===== src/rtl/fpc_pkg.sv =====
`timescale 1ns / 1ps
`default_nettype none

package fpc_pkg;

    // Fixed field widths
    localparam int PARAM_W  = 17;   // curve parameter t
    localparam int POINT_W  = 16;   // output coordinate
    localparam int CFG_W    = 12;   // control point coordinate
    localparam int CFG_IDX_W = 3;
    localparam int NUM_REGS = 8;
    localparam int COEF_W   = 16;   // polynomial coefficients a, b, c, d

    // Pipeline depth, input register through output register
    localparam int NUM_STAGES = 9;

    // Saturation window on the value before the divide by 6.
    // Lo = 6 * -32768, Hi = 6 * 32768 - 1; offset value is val - Lo.
    localparam int CLAMP_LO   = -196608;
    localparam int CLAMP_HI   = 196607;
    localparam int OFFSET_W   = 19;
    localparam logic [OFFSET_W-1:0] OFFSET_MAX = 19'd393215;

    // floor(x / 6) = (x * DIV6_MUL) >> DIV6_SHIFT, exact for x < 2^19
    localparam int DIV6_MUL_W = 20;
    localparam logic [DIV6_MUL_W-1:0] DIV6_MUL = 20'd699051;
    localparam int DIV6_SHIFT = 22;
    localparam int PROD_W     = OFFSET_W + DIV6_MUL_W;

    typedef enum logic [CFG_IDX_W-1:0] {
        REG_P1_X,
        REG_P1_Y,
        REG_P2_X,
        REG_P2_Y,
        REG_P3_X,
        REG_P3_Y,
        REG_P4_X,
        REG_P4_Y
    } t_reg_idx;

    localparam logic [CFG_W-1:0] CFG_RESET [NUM_REGS] = '{
        12'd100, 12'd100, 12'd200, 12'd210, 12'd300, 12'd300, 12'd100, 12'd500
    };

    // Per-axis cubic: ((c*t + b*S)*t + a*S^2)*t + d*S^3, d carries the rounding bias
    typedef struct packed {
        logic signed [COEF_W-1:0] a;
        logic signed [COEF_W-1:0] b;
        logic signed [COEF_W-1:0] c;
        logic signed [COEF_W-1:0] d;
    } t_coef;

endpackage

`default_nettype wire


===== src/rtl/fpc_coef.sv =====
`timescale 1ns / 1ps
`default_nettype none

module fpc_coef (
    input  wire logic                          i_clk,
    input  wire logic [fpc_pkg::CFG_W-1:0]     i_q1,
    input  wire logic [fpc_pkg::CFG_W-1:0]     i_q2,
    input  wire logic [fpc_pkg::CFG_W-1:0]     i_q3,
    input  wire logic [fpc_pkg::CFG_W-1:0]     i_q4,
    output fpc_pkg::t_coef                     o_coef
);

    localparam int CW = fpc_pkg::COEF_W;
    localparam int PAD = fpc_pkg::COEF_W - fpc_pkg::CFG_W;
    localparam logic signed [CW-1:0] K2 = CW'(2);
    localparam logic signed [CW-1:0] K3 = CW'(3);
    localparam logic signed [CW-1:0] K6 = CW'(6);

    logic signed [CW-1:0] s1, s2, s3, s4;
    fpc_pkg::t_coef n_coef;
    fpc_pkg::t_coef r_coef;

    assign s1 = signed'({{PAD{1'b0}}, i_q1});
    assign s2 = signed'({{PAD{1'b0}}, i_q2});
    assign s3 = signed'({{PAD{1'b0}}, i_q3});
    assign s4 = signed'({{PAD{1'b0}}, i_q4});

    // All results stay within +-(6*4095 + 3), so 16-bit signed math is exact
    always_comb begin
        n_coef.a = K6 * s3 - K2 * s1 - K3 * s2 - s4;
        n_coef.b = K3 * s1 - K6 * s2 + K3 * s3;
        n_coef.c = K3 * s2 - s1 - K3 * s3 + s4;
        n_coef.d = K6 * s2 + K3;
    end

    // Reloaded every cycle; the user must change points only while the pipe is empty, this block does not enforce it
    always_ff @(posedge i_clk) begin
        r_coef <= n_coef;
    end

    assign o_coef = r_coef;

endmodule

`default_nettype wire


===== config.mk =====
export PLATFORM = sky130hd
export DESIGN_NAME = fpc_coef
export DESIGN_NICKNAME = d
export VERILOG_FILES = /design/src/rtl/fpc_pkg.sv /design/src/rtl/fpc_coef.sv
export SDC_FILE = /design/constraint.sdc
export NUM_CORES = 1
export LEC_CHECK = 0
export ABC_AREA = 1
export BUFFER_PORTS_ARGS = -buffer_cell sky130_fd_sc_hd__buf_2
export CAP_MARGIN = 10
export CORE_MARGIN = 2
export CORE_UTILIZATION = 40
export CTS_BUF_LIST = sky130_fd_sc_hd__clkbuf_16
export CTS_CLUSTER_SIZE = 8
export DETAILED_ROUTE_END_ITERATION = 8
export PLACE_DENSITY = 0.66
export SLEW_MARGIN = 10
export SYNTH_ARGS = -nofsm -noshare
export SYNTH_HDL_FRONTEND = slang
export SYNTH_SLANG_ARGS = --single-unit

===== constraint.sdc =====
create_clock -name i_clk -period 4.4 [get_ports i_clk]
set_input_delay 0.44 -clock i_clk [delete_from_list [all_inputs] [get_ports i_clk]]
set_output_delay 0.44 -clock i_clk [all_outputs]
set_load 0.01 [all_outputs]

==> flow_metrics.py, run 1 <==
metrics = {
    "drt": {
        "drt-vias-per-instance": 4.77,
        "num_vias": 6484,
        "route.detailed.drc": 0,
        "post_drt_wl_per_cell_microns": 13.9,
        "dr.first_iter.drc_count": 238,
        "drt_first_pass_iters": 5,
        "ant_nets": 0,
        "wl_microns": 18900,
    },
    "die": {
        "rows": 48,
        "fp.dieW_microns": 138,
        "dieArea_sq_um": 19000,
        "die_y_microns": 138,
        "io_pins": 113,
        "start_util_pct": 41.2,
        "core_area_sq_um": 17400,
    },
    "yosys": {
        "synth_mux_area_share_pct": 0,
        "synth_top_family_by_area": "adder cells",
        "synth_compound_area_share_pct": 11.1,
        "synthDistinctLibCells": 39,
        "synth_ff_type": "dfxtp_1",
        "syn_area_per_cell_sq_um": 7.62,
        "syn_inst": 942,
        "yosys.area_share.simple_pct": 18.7,
        "synth_edf_count": 0,
        "async_flop_share_pct": 0,
        "ys_seq_elements": 63,
        "yosysWarnings": 0,
        "synthesis.nets": 1144,
        "synth_area_sq_um": 7180,
        "synthAdderAreaFrac_pct": 31.8,
        "synth_xor_area_share_pct": 10.1,
        "yosysSeqAreaShare_pct": 17.6,
    },
    "finish": {
        "layoutNonFillerInstCount": 1359,
        "final_core_util_pct": 51.0,
        "stdcell_area_sq_um": 8890,
        "layout.nets": 1333,
        "final_common_cell": "inv_1",
        "syn2layout_area_growth_pct": 23.8,
        "final_cell_mix": "203 x inv_1, 163 x nand2_1, 111 x buf_2",
        "num-fill-cells": 1734,
        "drive_gt1_share_pct": 22.0,
        "largest_reg_flops": 63,
        "n_antenna_cell": 0,
    },
    "setup_path": {
        "timing.critical_path.cells": "buf_2 > ha_2 > inv_1 > fa_2 > inv_1 > ha_1 > a21oi_1 > o21ai_0 > buf_4 > a21oi_1 > xor2_1 > fa_1 > ha_1 > a21oi_1 > o21ai_0 > buf_4 > nand2_1 > nand4_1 > buf_4 > xor2_1",
        "cp-endpoint": "o_coef[26]",
        "cp_num_cells": 20,
        "startpoint_type": "primary input",
        "critPathSlowestCell": "fa_2",
        "cp_num_buf_inv": 6,
        "path_class": "in -> reg",
        "worstPathMaxFanout": 4,
        "startpoint": "i_q2[1]",
        "crit_arrival_ns": 4.31,
        "critPathMaxStageDelay_ns": 0.53,
        "critPathCaptureType": "flop",
        "critPathTopFamily": "adder cells",
        "required_ns": 4.63,
    },
    "timing": {
        "fin_tns_setup_ns": 0,
        "min_period_ns": 4.08,
        "slew_viol_final": 0,
        "min_period_over_period_pct": 92.7,
        "worst_pin_slew_ns": 0.549,
        "hold_viol": 0,
        "slew_headroom_pct": 63.3,
        "hold_ws_ns": 0.334,
        "max_freq_ghz": 0.245,
        "finalSetupViolations": 0,
    },
    "clock_tree": {
        "cts_sinks": 63,
        "cts_buffers": 9,
        "htreeDepth": 3,
        "clock_path_buffers": 2,
        "root_buffer": "clkbuf_16",
        "cts_tree": "built",
        "path_clk_slew_ns": 0.06,
        "ctsHoldBuffers": 0,
    },
    "grt": {
        "antenna_found_initial": 0,
        "grt_pass1_vias": 6390,
        "grtUsageTotal_pct": 20.6,
        "grt_pass1_wl_microns": 30000,
        "grt_overflow": 0,
        "grt_max_degree": 10,
    },
    "place": {
        "port_buffers": 111,
        "dpl_cell_area_sq_um": 8510,
        "placed_cells": 1343,
        "gp_congestion": 0.893,
        "dp_hpwl_microns": 16400,
    },
    "job": {
        "maxCapViolCount": 0,
    },
    "power": {
        "peakVddDrop_mv": 0.372,
        "power_density_nw_per_um2": 638,
        "power_leakage_uw": 0.00491,
    },
    "worst_hold_path": {
        "hold_path_class": "in -> reg",
    },
    "outcome": {
        "status": "finished, final reports clean",
    },
}
cells in the mapped netlist, types with 5 or more instances:
library cell | instances | share of area [%]
inv_1 | 200 | 10
nand2_1 | 165 | 8.6
ha_1 | 104 | 18
a21oi_1 | 71 | 4.9
dfxtp_1 | 63 | 18
xor2_1 | 56 | 6.8
fa_1 | 49 | 14
nor2_1 | 43 | 2.2
nand3_1 | 31 | 2.2
xnor2_1 | 27 | 3.3
o21ai_0 | 24 | 1.7
nand2_2 | 17 | 1.5
nor3_1 | 14 | 0.98
a21o_1 | 11 | 1.1
nand4_1 | 9 | 0.78
o21ai_1 | 6 | 0.42
o21bai_1 | 6 | 0.63
a31oi_1 | 5 | 0.44
stage by stage:
step	total power, uW	worst slack, ns
floorplan	3590	0.0836
global placement	4900	-0.0353
detailed placement	4950	-0.146
CTS	5600	0.209
global route	6240	-0.00631
finish	5670	0.321
worst min-delay path by stage:
stage	startpoint	to	slack, ns	cells after the start
2_1_floorplan	i_q2[0]	o_coef[48]	0.53	1
3_3_place_gp	i_q4[0]	o_coef[48]	0.69	2
3_5_place_dp	i_q4[0]	o_coef[48]	0.70	2
4_1_cts	i_q4[0]	o_coef[48]	0.33	2
5_1_grt	i_q4[0]	o_coef[48]	0.33	2
6_report	i_q4[0]	o_coef[48]	0.33	2
routing by layer:
metal	up-vias	routed length (microns)	global-route usage, %
met1	2941	8870	26.9
li1	3354	-	-
met5	-	0	0
met4	0	300	5.16
met2	169	8760	35.2
met3	20	934	3.58
power by group:
part | switching [uW] | internal (uW)
Clock | 254 | 365
Sequential | 49.5 | 869
Combinational | 2340 | 1800
cell type report:
cell class | instances | area [sq um] | share of cell area [%]
clock buffer | 9 | 225 | 2.53
clock inverter | 5 | 21.3 | 0.239
inverter | 203 | 762 | 8.57
multi-input combinational | 675 | 5270 | 59.3
sequential | 63 | 1260 | 14.2
tap | 225 | 282 | 3.17
timing repair buffer | 179 | 1070 | 12.0
logic make-up (layout without fill, tap and decap cells):
logic type | Yosys count | count (layout)
other | 1 | 1
buffers and inverters | 204 | 396
adders and majority gates | 153 | 153
and+or+nand+nor | 299 | 299
xor gates and xnor gates | 83 | 83
DFF | 63 | 63
AOI/OAI and AO/OA | 139 | 139
what timing repair did:
item / in CTS / in global routing
setup buffers: 0 / 2
gates resized for setup: 0 / 18
setup endpoints to repair: 0 / 7
Power figures use the tool's default switching activity.
==> inputs of run 2 (changes only) <==
--- a/config.mk
+++ b/config.mk
@@ -14,6 +14,7 @@
 export CTS_CLUSTER_SIZE = 8
 export DETAILED_ROUTE_END_ITERATION = 8
 export PLACE_DENSITY = 0.66
+export RECOVER_POWER = 50
 export SLEW_MARGIN = 10
 export SYNTH_ARGS = -nofsm -noshare
 export SYNTH_HDL_FRONTEND = slang
==> run 2 against run 1 <==
Against the previous run:
- sequential share of layout area up 0.13 points
- combinational power is 2% lower
- largest power group unchanged
- highest routed layer unchanged
- die area is the same
- total power fell by 1.0%
- critical path type unchanged
- worst hold slack is essentially flat
- first-iteration DRC count grew 9.7%
- critical endpoint unchanged
==> flow_metrics.py, run 2 (synthesis results as in run 1) <==
metrics = {
    "job": {
        "maxCapViolCount": 0,
    },
    "finish": {
        "drive_gt1_share_pct": 16.7,
        "final_cell_mix": "203 x inv_1, 163 x nand2_1, 97 x ha_1",
        "layoutNonFillerInstCount": 1359,
        "final_core_util_pct": 50.6,
        "n_antenna_cell": 0,
        "layout.nets": 1333,
        "syn2layout_area_growth_pct": 22.6,
        "largest_reg_flops": 63,
        "num-fill-cells": 1753,
        "final_common_cell": "inv_1",
    },
    "outcome": {
        "status": "finished, final reports clean",
    },
    "clock_tree": {
        "path_clk_slew_ns": 0.06,
        "cts_sinks": 63,
        "cts_tree": "built",
        "root_buffer": "clkbuf_16",
        "clock_path_buffers": 2,
        "ctsHoldBuffers": 0,
        "htreeDepth": 3,
        "cts_buffers": 9,
    },
    "power": {
        "peakVddDrop_mv": 0.352,
        "power_leakage_uw": 0.00474,
        "power_uw": 5620,
        "power_density_nw_per_um2": 638,
    },
    "setup_path": {
        "timing.critical_path.cells": "buf_2 > ha_2 > inv_1 > fa_2 > inv_1 > ha_1 > a21oi_1 > o21ai_0 > buf_4 > a21oi_1 > xor2_1 > fa_1 > ha_1 > a21oi_1 > o21ai_0 > buf_4 > nand2_1 > nand4_1 > buf_4 > xor2_1",
        "path_class": "in -> reg",
        "crit_arrival_ns": 4.30,
        "startpoint_type": "primary input",
        "required_ns": 4.63,
        "critPathCaptureType": "flop",
        "critPathSlowestCell": "fa_2",
        "worstPathMaxFanout": 4,
        "critPathMaxStageDelay_ns": 0.53,
    },
    "die": {
        "rows": 48,
        "dieArea_sq_um": 19000,
        "fp.dieW_microns": 138,
        "io_pins": 113,
        "start_util_pct": 41.2,
        "die_y_microns": 138,
        "core_area_sq_um": 17400,
    },
    "timing": {
        "fin_tns_setup_ns": 0,
        "max_freq_ghz": 0.245,
        "finalSetupViolations": 0,
        "slew_headroom_pct": 63.0,
        "worst_pin_slew_ns": 0.554,
        "hold_viol": 0,
        "min_period_ns": 4.07,
        "setup_slack_ns": 0.326,
        "min_period_over_period_pct": 92.6,
        "slew_viol_final": 0,
    },
    "grt": {
        "grt_max_degree": 10,
        "grt_pass1_wl_microns": 30000,
        "grt_overflow": 0,
        "antenna_found_initial": 0,
        "grt_pass1_vias": 6390,
        "grt_use_met3_pct": 3.58,
        "grtUsageTotal_pct": 20.6,
        "use_met2_pct": 35.2,
        "busiest_layer": "met2",
        "grt_use_met1_pct": 26.9,
    },
    "worst_hold_path": {
        "hold_path_depth": 2,
        "min-delay-start": "i_q4[0]",
        "hold_path_class": "in -> reg",
        "min_to": "o_coef[48]",
    },
    "drt": {
        "ant_nets": 0,
        "post_drt_wl_per_cell_microns": 13.9,
        "wl_microns": 18900,
        "num_vias": 6448,
        "dr.first_iter.drc_count": 261,
        "drt-vias-per-instance": 4.74,
        "drt_first_pass_iters": 5,
        "route.detailed.drc": 0,
    },
    "place": {
        "pre_cts_ws_ns": -0.146,
        "port_buffers": 111,
        "gp_congestion": 0.893,
        "dp_hpwl_microns": 16400,
        "placed_cells": 1343,
    },
}
-- run 2: cell count changes in the layout (fill, tap and decap cells not counted), sizes merged --
cell	before	now
clkbuf	9	70
buf	179	118
-- run 2: worst max-delay path by stage --
stage / startpoint / end / slack [ns] / depth (start not counted)
after global routing: i_q2[1] / o_coef[28] / -0.006 / 23
final: i_q2[1] / o_coef[26] / 0.33 / 20
after detailed placement: i_q2[1] / o_coef[28] / -0.15 / 23
after CTS: i_q2[1] / o_coef[28] / 0.21 / 23
after global placement: i_q2[1] / o_coef[28] / -0.04 / 23
after floorplan: i_q2[0] / o_coef[30] / 0.08 / 26
-- run 2: per-stage QoR --
step,area (sq um),hold slack [ns]
after detailed placement,8510,0.697
after global placement,8510,0.693
after global routing,8810,0.332
final,8810,0.334
after floorplan,7180,0.533
after CTS,8750,0.328
-- run 2: routing by layer --
metal | vias to the layer above | part of all wire (%) | routed length (microns)
li1 | 3357 | - | -
met1 | 2912 | 47 | 8860
met2 | 159 | 46 | 8760
met3 | 20 | 5.2 | 990
met4 | 0 | 1.6 | 295
met5 | - | 0 | 0
-- run 2: layout make-up --
cell class / instances / area, sq um / area share, %
clock inverter: 5 / 21.3 / 0.242
multi-input combinational: 675 / 5270 / 59.9
timing repair buffer: 179 / 985 / 11.2
tap: 225 / 282 / 3.20
inverter: 203 / 762 / 8.65
sequential: 63 / 1260 / 14.3
clock buffer: 9 / 225 / 2.56
-- run 2: worst max-delay path, delay by kind of cell --
family          cells  cell delay [ns]
xor+xnor            2             0.34
fa+ha+maj           5             1.84
simple gates        2             0.25
compound gates      5             0.71
buf+inv             6             0.73
-- run 2: repair_timing --
action                     4_1_cts  5_1_grt
resized for setup                0       18
setup endpoints to repair        0        7
setup buffers                    0        2
-- run 2: report_power, final --
group	internal, uW	switching (uW)
Combinational	1740	2330
Clock	365	254
Sequential	870	57.0
==> inputs of run 3 (changes only) <==
--- a/config.mk
+++ b/config.mk
@@ -5,10 +5,8 @@
 export SDC_FILE = /design/constraint.sdc
 export NUM_CORES = 1
 export LEC_CHECK = 0
-export ABC_AREA = 1
 export BUFFER_PORTS_ARGS = -buffer_cell sky130_fd_sc_hd__buf_2
 export CAP_MARGIN = 10
-export CORE_MARGIN = 2
 export CORE_UTILIZATION = 40
 export CTS_BUF_LIST = sky130_fd_sc_hd__clkbuf_16
 export CTS_CLUSTER_SIZE = 8
==> run 3 against run 2 <==
Against the previous run:
- die area shrank 10%
- worst hold slack got worse by 0.0042 ns
- core utilization up 6.6 points
- critical endpoint is now o_coef[28]
- area after synthesis shrank 7.5%
- largest power group unchanged
- non-clock buffer count grew 84
- total power grew 14%
- sequential power increased by 0.5%
==> flow_metrics.py, run 3 <==
metrics = {
    "timing": {
        "fin_tns_setup_ns": 0,
        "worst_pin_slew_ns": 0.508,
        "hold_viol": 0,
        "min_period_over_period_pct": 98.8,
        "max_freq_ghz": 0.230,
        "hold_ws_ns": 0.330,
        "slew_headroom_pct": 65.8,
        "finalSetupViolations": 0,
        "slew_viol_final": 0,
        "rsz0062_at_grt": "true",
        "min_period_ns": 4.35,
    },
    "yosys": {
        "synth_ff_type": "dfxtp_1",
        "synthTopCellsByArea": "ha_1 20%, dfxtp_1 19%, fa_1 15%, xnor2_1 7.9%, inv_1 7.7%",
        "syn_inst": 748,
        "post-synth-top-count-cell": "inv_1",
        "yosysTopAreaCell": "ha_1",
        "yosysSeqAreaShare_pct": 19.0,
        "synthesis.nets": 950,
        "netlist.area_leader.share_pct": 19.6,
        "ys_seq_elements": 63,
        "synth_edf_count": 0,
        "async_flop_share_pct": 0,
        "synthDistinctLibCells": 54,
        "syn_area_per_cell_sq_um": 8.88,
        "yosysWarnings": 0,
        "synth_area_sq_um": 6640,
        "synth.top_cells.by_count": "137 x inv_1, 104 x ha_1, 63 x dfxtp_1, 60 x xnor2_1",
    },
    "clock_tree": {
        "cts_sinks": 63,
        "path_clk_slew_ns": 0.05,
        "cts_buffers": 9,
        "cts_tree": "built",
        "root_buffer": "clkbuf_16",
        "htreeDepth": 3,
        "ctsHoldBuffers": 0,
        "clock_path_buffers": 2,
    },
    "finish": {
        "final_common_cell": "buf_4",
        "layoutNonFillerInstCount": 1247,
        "largest_reg_flops": 63,
        "stdcell_area_sq_um": 9180,
        "syn2layout_area_growth_pct": 38.1,
        "final_cell_mix": "149 x buf_4, 133 x inv_1, 95 x ha_1",
        "layout.nets": 1223,
        "drive_gt1_share_pct": 27.8,
    },
    "drt": {
        "num_vias": 5840,
        "post_drt_wl_per_cell_microns": 13.2,
        "drt_first_pass_iters": 6,
        "drt-vias-per-instance": 4.68,
        "ant_nets": 0,
        "route.detailed.drc": 0,
        "dr.first_iter.drc_count": 196,
        "wl_microns": 16500,
    },
    "power": {
        "power_leakage_uw": 0.00459,
        "peakVddDrop_mv": 0.492,
        "power_density_nw_per_um2": 701,
    },
    "setup_path": {
        "critPathCaptureType": "flop",
        "timing.critical_path.cells": "buf_8 > clkbuf_1 > ha_1 > buf_4 > fa_1 > nor2b_1 > o21a_1 > o21ai_1 > nand2b_1 > a21oi_2 > xnor2_1 > fa_1 > ha_4 > o21a_1 > o21ai_2 > a21oi_1 > o21a_1 > o21a_1 > o41a_1 > buf_4 > xor2_1",
        "path_class": "in -> reg",
        "critPathSlowestCell": "fa_1",
        "crit_arrival_ns": 4.58,
        "startpoint_type": "primary input",
        "critPathMaxStageDelay_ns": 0.56,
        "worstPathMaxFanout": 4,
        "path_common_cell": "o21a_1",
        "required_ns": 4.63,
    },
    "grt": {
        "grt_pass1_wl_microns": 25800,
        "grtUsageTotal_pct": 19.8,
        "grt_overflow": 0,
        "grt_max_degree": 11,
        "antenna_found_initial": 4,
        "grt_pass1_vias": 5594,
    },
    "job": {
        "maxCapViolCount": 0,
    },
    "die": {
        "rows": 46,
        "fp.dieW_microns": 131,
        "io_pins": 113,
        "die_y_microns": 131,
        "start_util_pct": 41.4,
        "core_area_sq_um": 16100,
        "dieArea_sq_um": 17100,
    },
    "place": {
        "gp_congestion": 0.885,
        "dpl_cell_area_sq_um": 8680,
        "dp_hpwl_microns": 13800,
        "placed_cells": 1222,
        "port_buffers": 111,
    },
    "worst_hold_path": {
        "hold_path_class": "in -> reg",
    },
    "outcome": {
        "status": "finished, final reports clean",
    },
}
[run 3: cell types whose count changed after synthesis, sizes merged, moves of 7 or more]
cell and delta:
xor2 -34, nor2b +8, inv -66, o21a +17
nand3 -26, nand2 -157, o21bai +10, a21oi -31
xnor2 +34, nand4 -7, a21o +9
[run 3: cells by family after synthesis]
family	Yosys count	share of synthesized area [%]
XOR/XNOR	84	11.4
flip-flops	63	19.0
multiplexers	1	0.151
adder cells (fa/ha/maj)	153	34.4
other	1	0.0565
buffers and inverters	138	7.85
AO/OA/AOI/OAI	166	17.1
AND/OR/NAND/NOR	142	10.1
[run 3: through the flow]
step	worst slack [ns]	power, uW	util, %
floorplan	-0.219	3680	-
global placement	-0.337	5410	54.1
detailed placement	-0.429	5470	54.1
CTS	0.00162	6240	55.9
global route	-0.101	7030	57.1
finish	0.0542	6430	57.1
[run 3: final cells by class]
class                      count  area [sq um]
inverter                     137           514
clock inverter                 7          55.1
clock buffer                   9           225
timing repair buffer         263          1640
sequential                    63          1260
antenna                        5          12.5
tap                          216           270
multi-input combinational    547          5200
fill                        1497          6880
[run 3: worst paths after layout]
check / slack [ns] / startpoint / to / depth (start not counted)
setup / recovery: 0.05 / i_q2[0] / o_coef[28] / 21
hold / removal: 0.33 / i_q4[0] / o_coef[48] / 2
[run 3: metal layers]
metal,track usage [%],vias to the layer above,routed length [microns]
met5,0,-,0
met3,5.42,17,744
met2,35.1,106,8190
met4,6.22,0,299
met1,23.2,2669,7230
li1,-,3048,-
[run 3: critical path: cells and delay by family]
kind / cells / cell delay, ns
simple gates: 2 / 0.26
buf+inv: 4 / 0.58
fa+ha+maj: 4 / 1.54
xor+xnor: 2 / 0.28
compound gates: 9 / 1.44
[run 3: power by group]
group | leakage (uW) | total [uW] | internal [uW] | switching [uW]
Combinational | 0.00392 | 4810 | 2420 | 2390
Clock | 0.000143 | 684 | 427 | 256
Sequential | 0.000531 | 932 | 870 | 61.5
[run 3: timing repair]
action	CTS	global route
endpoints found under the setup margin	4	16
gates resized for setup	4	57
pin swaps	2	18
buffers inserted	0	4
